### config.mk
export PLATFORM = sky130hd
export DESIGN_NAME = quadrature_pulse_generator
export DESIGN_NICKNAME = d
export VERILOG_FILES = /design/src/hdl/qpg_pkg.sv /design/src/hdl/qpg_channel.sv /design/src/hdl/quadrature_pulse_generator.sv
export SDC_FILE = /design/constraint.sdc
export NUM_CORES = 1
export LEC_CHECK = 0
export ABC_AREA = 0
export BUFFER_PORTS_ARGS = -buffer_cell sky130_fd_sc_hd__buf_2
export CAP_MARGIN = 5
export CELL_PAD_IN_SITES_DETAIL_PLACEMENT = 1
export CELL_PAD_IN_SITES_GLOBAL_PLACEMENT = 1
export CORE_MARGIN = 1.5
export CORE_UTILIZATION = 49
export DETAILED_ROUTE_END_ITERATION = 12
export PLACE_DENSITY = 0.85
export REMOVE_ABC_BUFFERS = 1
export SLEW_MARGIN = 20
export SYNTH_ARGS = -nofsm -noshare
export SYNTH_HDL_FRONTEND = slang
export SYNTH_SLANG_ARGS = --single-unit
### constraint.sdc
create_clock -name clk -period 5.5 [get_ports clk]
set_input_delay 1.1 -clock clk [delete_from_list [all_inputs] [get_ports clk]]
set_output_delay 1.1 -clock clk [all_outputs]
set_load 0.03 [all_outputs]
### src/hdl/qpg_pkg.sv
// ----------------------------------------------------------------------------
// qpg_pkg
// Types, codes and small helpers shared by the quadrature pulse generator.
// ----------------------------------------------------------------------------
package qpg_pkg;

  localparam logic OP_TICK = 1'b0;
  localparam logic OP_ADD  = 1'b1;

  localparam logic CH_X = 1'b0;
  localparam logic CH_Y = 1'b1;

  localparam logic DIR_FWD = 1'b0;
  localparam logic DIR_BWD = 1'b1;

  typedef struct packed {
    logic              op;
    logic              channel;
    logic signed [7:0] counts;
  } in_t;

  typedef struct packed {
    logic       x_a;
    logic       x_b;
    logic       y_a;
    logic       y_b;
    logic [7:0] x_pending;
    logic [7:0] y_pending;
  } out_t;

  typedef struct packed {
    logic       tick;
    logic       add;
    logic       clear_on_reverse;
    logic [7:0] counts;
  } chan_cmd_t;

  function automatic logic phase_pin_a(input logic [1:0] ph);
    phase_pin_a = (ph == 2'd1) || (ph == 2'd2);
  endfunction

  function automatic logic phase_pin_b(input logic [1:0] ph);
    phase_pin_b = ph[1];
  endfunction

endpackage

### src/hdl/qpg_channel.sv
// ----------------------------------------------------------------------------
// qpg_channel
// One axis: pending step count, direction and Gray-code phase, with the
// next-state logic for tick and add beats.
// ----------------------------------------------------------------------------
module qpg_channel #(
  parameter int PENDING_BITS = 8
) (
  input  logic                 clk,
  input  logic                 rst,
  input  logic                 update,
  input  qpg_pkg::chan_cmd_t   cmd,
  output logic                 pin_a,
  output logic                 pin_b,
  output logic [7:0]           pending_rep
);

  localparam logic [PENDING_BITS-1:0] REP_MAX = PENDING_BITS'(255);

  logic [PENDING_BITS-1:0] pending, pending_next;
  logic                    dir, dir_next;
  logic [1:0]              phase, phase_next;

  logic                    neg;
  logic [8:0]              mag;
  logic                    do_add;
  logic                    reverse;
  logic [PENDING_BITS-1:0] base;
  logic [PENDING_BITS:0]   sum;

  always_comb begin
    neg     = cmd.counts[7];
    mag     = neg ? (9'd256 - {1'b0, cmd.counts}) : {1'b0, cmd.counts};
    do_add  = cmd.add && (cmd.counts != 8'd0);
    reverse = do_add && (neg != dir);
    base    = (reverse && cmd.clear_on_reverse) ? '0 : pending;
    sum     = (PENDING_BITS+1)'(base) + (PENDING_BITS+1)'(mag);

    pending_next = pending;
    dir_next     = dir;
    phase_next   = phase;
    if (do_add) begin
      dir_next     = neg ? qpg_pkg::DIR_BWD : qpg_pkg::DIR_FWD;
      pending_next = sum[PENDING_BITS] ? '1 : sum[PENDING_BITS-1:0];
    end else if (cmd.tick && (pending != '0)) begin
      pending_next = pending - PENDING_BITS'(1);
      phase_next   = (dir == qpg_pkg::DIR_FWD) ? phase + 2'd1 : phase - 2'd1;
    end

    pin_a       = qpg_pkg::phase_pin_a(phase_next);
    pin_b       = qpg_pkg::phase_pin_b(phase_next);
    pending_rep = (pending_next > REP_MAX) ? 8'hFF : pending_next[7:0];
  end

  always_ff @(posedge clk) begin
    if (rst) begin
      pending <= '0;
      dir     <= qpg_pkg::DIR_FWD;
      phase   <= 2'd0;
    end else if (update) begin
      pending <= pending_next;
      dir     <= dir_next;
      phase   <= phase_next;
    end
  end

endmodule

### src/hdl/quadrature_pulse_generator.sv
// ----------------------------------------------------------------------------
// quadrature_pulse_generator
// Two-axis quadrature pin generator driven by tick and signed add beats.
// ----------------------------------------------------------------------------
// One beat is accepted every cycle unless the output side stalls, and each
// beat yields exactly one result: the beat lands in an input register, both
// axis updates happen in one pass of the per-channel logic, and the pin
// levels and pending counts are captured in the result register. While a
// result waits, one more beat is held in the input register; in_ready falls
// only when both registers are full and out_ready is low. reset_on_reverse is
// written through cfg_we/cfg_data.
module quadrature_pulse_generator #(
  parameter int PENDING_BITS = 8
) (
  input  logic          clk,
  input  logic          rst,
  input  logic          cfg_we,
  input  logic          cfg_data,
  input  logic          in_valid,
  output logic          in_ready,
  input  qpg_pkg::in_t  in_data,
  output logic          out_valid,
  input  logic          out_ready,
  output qpg_pkg::out_t out_data
);

  logic               reset_on_reverse;
  logic               s1_valid;
  qpg_pkg::in_t       s1_data;
  logic               s1_go;
  logic               update;
  qpg_pkg::chan_cmd_t cmd_x, cmd_y;
  qpg_pkg::out_t      result;
  logic               x_a, x_b, y_a, y_b;
  logic [7:0]         x_pending, y_pending;

  assign s1_go    = !out_valid || out_ready;
  assign update   = s1_valid && s1_go;
  assign in_ready = !s1_valid || s1_go;

  always_ff @(posedge clk) begin
    if (rst) begin
      reset_on_reverse <= 1'b0;
    end else if (cfg_we) begin
      reset_on_reverse <= cfg_data;
    end
  end

  always_ff @(posedge clk) begin
    if (rst) begin
      s1_valid <= 1'b0;
    end else if (in_ready) begin
      s1_valid <= in_valid;
    end
  end

  always_ff @(posedge clk) begin
    if (in_ready && in_valid) begin
      s1_data <= in_data;
    end
  end

  always_comb begin
    cmd_x.tick             = (s1_data.op == qpg_pkg::OP_TICK);
    cmd_x.add              = (s1_data.op == qpg_pkg::OP_ADD) &&
                             (s1_data.channel == qpg_pkg::CH_X);
    cmd_x.clear_on_reverse = reset_on_reverse;
    cmd_x.counts           = s1_data.counts;
    cmd_y.tick             = (s1_data.op == qpg_pkg::OP_TICK);
    cmd_y.add              = (s1_data.op == qpg_pkg::OP_ADD) &&
                             (s1_data.channel == qpg_pkg::CH_Y);
    cmd_y.clear_on_reverse = reset_on_reverse;
    cmd_y.counts           = s1_data.counts;
  end

  qpg_channel #(.PENDING_BITS(PENDING_BITS)) u_chan_x (
    .clk         (clk),
    .rst         (rst),
    .update      (update),
    .cmd         (cmd_x),
    .pin_a       (x_a),
    .pin_b       (x_b),
    .pending_rep (x_pending)
  );

  qpg_channel #(.PENDING_BITS(PENDING_BITS)) u_chan_y (
    .clk         (clk),
    .rst         (rst),
    .update      (update),
    .cmd         (cmd_y),
    .pin_a       (y_a),
    .pin_b       (y_b),
    .pending_rep (y_pending)
  );

  always_comb begin
    result.x_a       = x_a;
    result.x_b       = x_b;
    result.y_a       = y_a;
    result.y_b       = y_b;
    result.x_pending = x_pending;
    result.y_pending = y_pending;
  end

  always_ff @(posedge clk) begin
    if (rst) begin
      out_valid <= 1'b0;
    end else if (s1_go) begin
      out_valid <= s1_valid;
    end
  end

  always_ff @(posedge clk) begin
    if (update) begin
      out_data <= result;
    end
  end

endmodule

==> out/qor.csv <==
stage,metric,value,unit
status,status,"finished, final reports clean",
clock_tree,cts_setup_buffers,0,
synthesis,synthArstFlopShare,0,%
synthesis,avgSynthCellArea,8.85,sq um
cells_and_area,nFillCells,914,
place,dpl.cell_count,550,
cells_and_area,fin_area,4160,sq um
synthesis,ys_seq_area_share,36.5,%
synthesis,synth_top_area_share,23.5,%
route,drc,0,
clock_tree,clk_path_buf_depth,2,
cells_and_area,layoutNonFillerInstCount,558,
timing,fin_setup_tns,0,ps
route,vias,3362,
setup_path,startpoint_type,register,
grt,gr-usage-met2,43.8,%
floorplan,dieHeight,91.5,um
route,wl_per_cell,18.3,um
synthesis,synth_edf_count,30,
clock_tree,ctsHoldBuffers,0,
setup_path,reg2reg_from,cmd_x[0],
place,pre_cts_slack,933,ps
place,place_congestion,0.876,
worst_hold_path,whs_endpoint,u_chan_x.pending[0],
timing,skew,12.1,ps
timing,slew_headroom,40.6,%
grt,grt_pass1_wl,17.2,mm
setup_path,path_class,reg2reg,
timing,period_needed,4650,ps
timing,setup_viol,0,
synthesis,yosys.area.top_type,edfxtp_1,
floorplan,start_util,50.2,%
cells_and_area,final_util,54.4,%
timing,rsz0062_at_grt,no,
route,ant_nets,0,
timing,slew_viol_final,0,
route,firstDrtPassIters,4,
cells_and_area,insertedDiodeCount,0,
timing,fmax,215,MHz
grt,overflow,0,
place,dpl_cell_area,4070,sq um
grt,grt_use_total,25.8,%
cells_and_area,syn2layout_area_growth,8.34,%
floorplan,die_area,8380,sq um
pwr,p_leak,1.65,nW
clock_tree,cts_tree,done,
grt,top_usage_layer,met2,
flow_run,cap_violations,0,
clock_tree,clk_pin_slew,110,ps
synthesis,syn_inst,434,
grt,antenna_found_initial,0,
setup_path,r2r-end,u_chan_y.pending[3],
setup_path,cp_max_fo,12,
timing,hold_viol,0,
setup_path,worst_ep_arrival_time,4850,ps
clock_tree,cts_sinks,55,
synthesis,netlist_area,3840,sq um
clock_tree,htreeDepth,2,
cells_and_area,final_nets,495,
timing,worst_slack,846,ps
grt,grt_pass1_vias,3434,
floorplan,rows,32,
setup_path,reg2reg_depth,14,
route,postRouteWirelength,10.2,mm
route,viasPerCell,6.03,
pwr,power_density,262,nW/um^2
setup_path,worstSetupEndpointType,register,
synthesis,synthFlopType,edfxtp_1,
worst_hold_path,hp-class,reg2reg,
synthesis,synth_seq_cells,55,
clock_tree,insertion_delay,320,ps
synthesis,ys_warn_count,0,
floorplan,boundaryPins,38,
worst_hold_path,hold_depth,2,
floorplan,die_w,91.5,um
timing,fin_crit_sh,84.6,%
route,drt_iter0_markers,163,
place,io_buffers,37,
pwr,worst_ir_drop_vdd,0.116,mV
grt,met1_usage,34.3,%
clock_tree,ctsResizeCount,0,
grt,grt_max_degree,31,
synthesis,synthDistinctLibCells,62,
place,hpwl,7.62,mm
worst_hold_path,hold_path_startpoint,u_chan_x.pending[0],
timing,tightestPinTransition,891,ps
setup_path,r2r_setup_slack,850,ps
cells_and_area,drive_gt1_share,12.5,%
clock_tree,cts-root-buf,clkbuf_8,
clock_tree,cts_buffers,5,
grt,gr-usage-met3,3.52,%
synthesis,synth_area_leaders,"edfxtp_1, dfxtp_1, ha_1",
floorplan,core-area,7650,sq um
setup_path,critPathRequiredTime,5700,ps
## flip-flops by register name, summed over array words and instances (netlist names), 2 cells and up
name and count:
cmd_x 8, out_data 20, s1_data 2, u_chan_x.pending 8
u_chan_x.phase 2, u_chan_y.pending 8, u_chan_y.phase 2
## power breakdown
part           switching (mW)  total, mW  internal (mW)  leakage, nW
Sequential             0.0275      0.496          0.468        0.493
Clock                   0.145      0.237         0.0921       0.0454
Combinational           0.220      0.357          0.137         1.11
## layout by cell type (no fill, tap or decap), types with 4 or more instances in the layout
master and instances:
a21oi_1 22, o31ai_1 9, and3_1 4, nand2_1 33, dfxtp_1 25, nor2_1 41, nor3_1 19, xor2_1 11
ha_1 22, nand3_1 12, nor2b_1 19, mux2i_1 4, buf_2 37, nand4_1 4, xnor2_1 14, or3_1 6
inv_1 21, nor3b_1 7, clkbuf_8 5, nor4_1 5, o21ai_0 17, a211oi_1 5, a2111oi_0 7, nand3b_1 7
nand2b_1 9, a21o_1 6, edfxtp_1 30
## critical path, cell delays in order, from the launching register on
cell and delay, ps:
edfxtp_1 480, inv_1 90, ha_1 200, nor4b_1 560, a21oi_1 440, and3_1 380
nor2_1 130, ha_1 190, inv_1 60, fa_1 400, and3b_1 290, nor2_1 90
o2111ai_1 680, nor3b_1 150, a2111oi_0 390
## layer usage
| metal | share of wire [%] | routed length (um) |
|---|---|---|
| met5 | 0 | 0 |
| met4 | 1.4 | 144 |
| met3 | 3.4 | 348 |
| met2 | 49 | 5000 |
| met1 | 46 | 4700 |
## Yosys cell counts, types with 3 or more instances
library cell  count
nand3_1          12
ha_1             22
dfxtp_1          25
or3_1             6
o21ai_0          17
and3_1            4
o2111ai_1         3
a211oi_1          5
nor3_1           19
nand2b_1          9
a21oi_1          22
xor2_1           11
o31ai_1           9
nand3b_1          7
nand4_1           4
xnor2_1          14
inv_1            21
a2111oi_0         7
nor4b_1           3
nor2_1           41
a21o_1            6
nor3b_1           7
nor2b_1          19
nand2_1          33
nor4_1            5
edfxtp_1         30
clkbuf_1         21
mux2i_1           4
## metrics by stage
step	hold slack [ps]	power [mW]
floorplan	439	0.759
global placement	464	0.840
CTS	502	1.09
detailed placement	485	0.857
global route	524	1.15
finish	507	1.09
## how the worst max path moves through the flow
stage | from | endpoint | slack (ps) | depth (start not counted)
global route | cmd_x[0] | u_chan_y.pending[3] | 380 | 14
detailed placement | cmd_x[0] | u_chan_y.pending[3] | 930 | 14
finish | cmd_x[0] | u_chan_y.pending[3] | 850 | 14
CTS | cmd_x[0] | u_chan_y.pending[3] | 880 | 14
floorplan | cmd_x[0] | out_data[15] | 1330 | 13
global placement | cmd_x[0] | u_chan_y.pending[4] | 1180 | 14
## layout make-up
cell class	count	area, sq um	area share [%]
clock buffers	6	72.6	1.74
flip-flops and latches	55	1400	33.7
multi-input cells	333	2260	54.4
inverters	21	78.8	1.89
clock inverters	2	17.5	0.421
well taps	102	128	3.07
repair buffers	39	200	4.81
## kinds of logic (layout without fill, tap and decap cells)
logic type	Yosys count	count (layout)	share of synthesized area [%]
and+or+nand+nor	182	182	25.3
AOI/OAI and AO/OA	96	96	17.9
DFF	55	55	36.5
buffers and inverters	46	68	4.76
xor gates and xnor gates	25	25	5.70
adders and majority gates	24	24	8.21
muxes	6	6	1.63
Power figures use the tool's default switching activity.
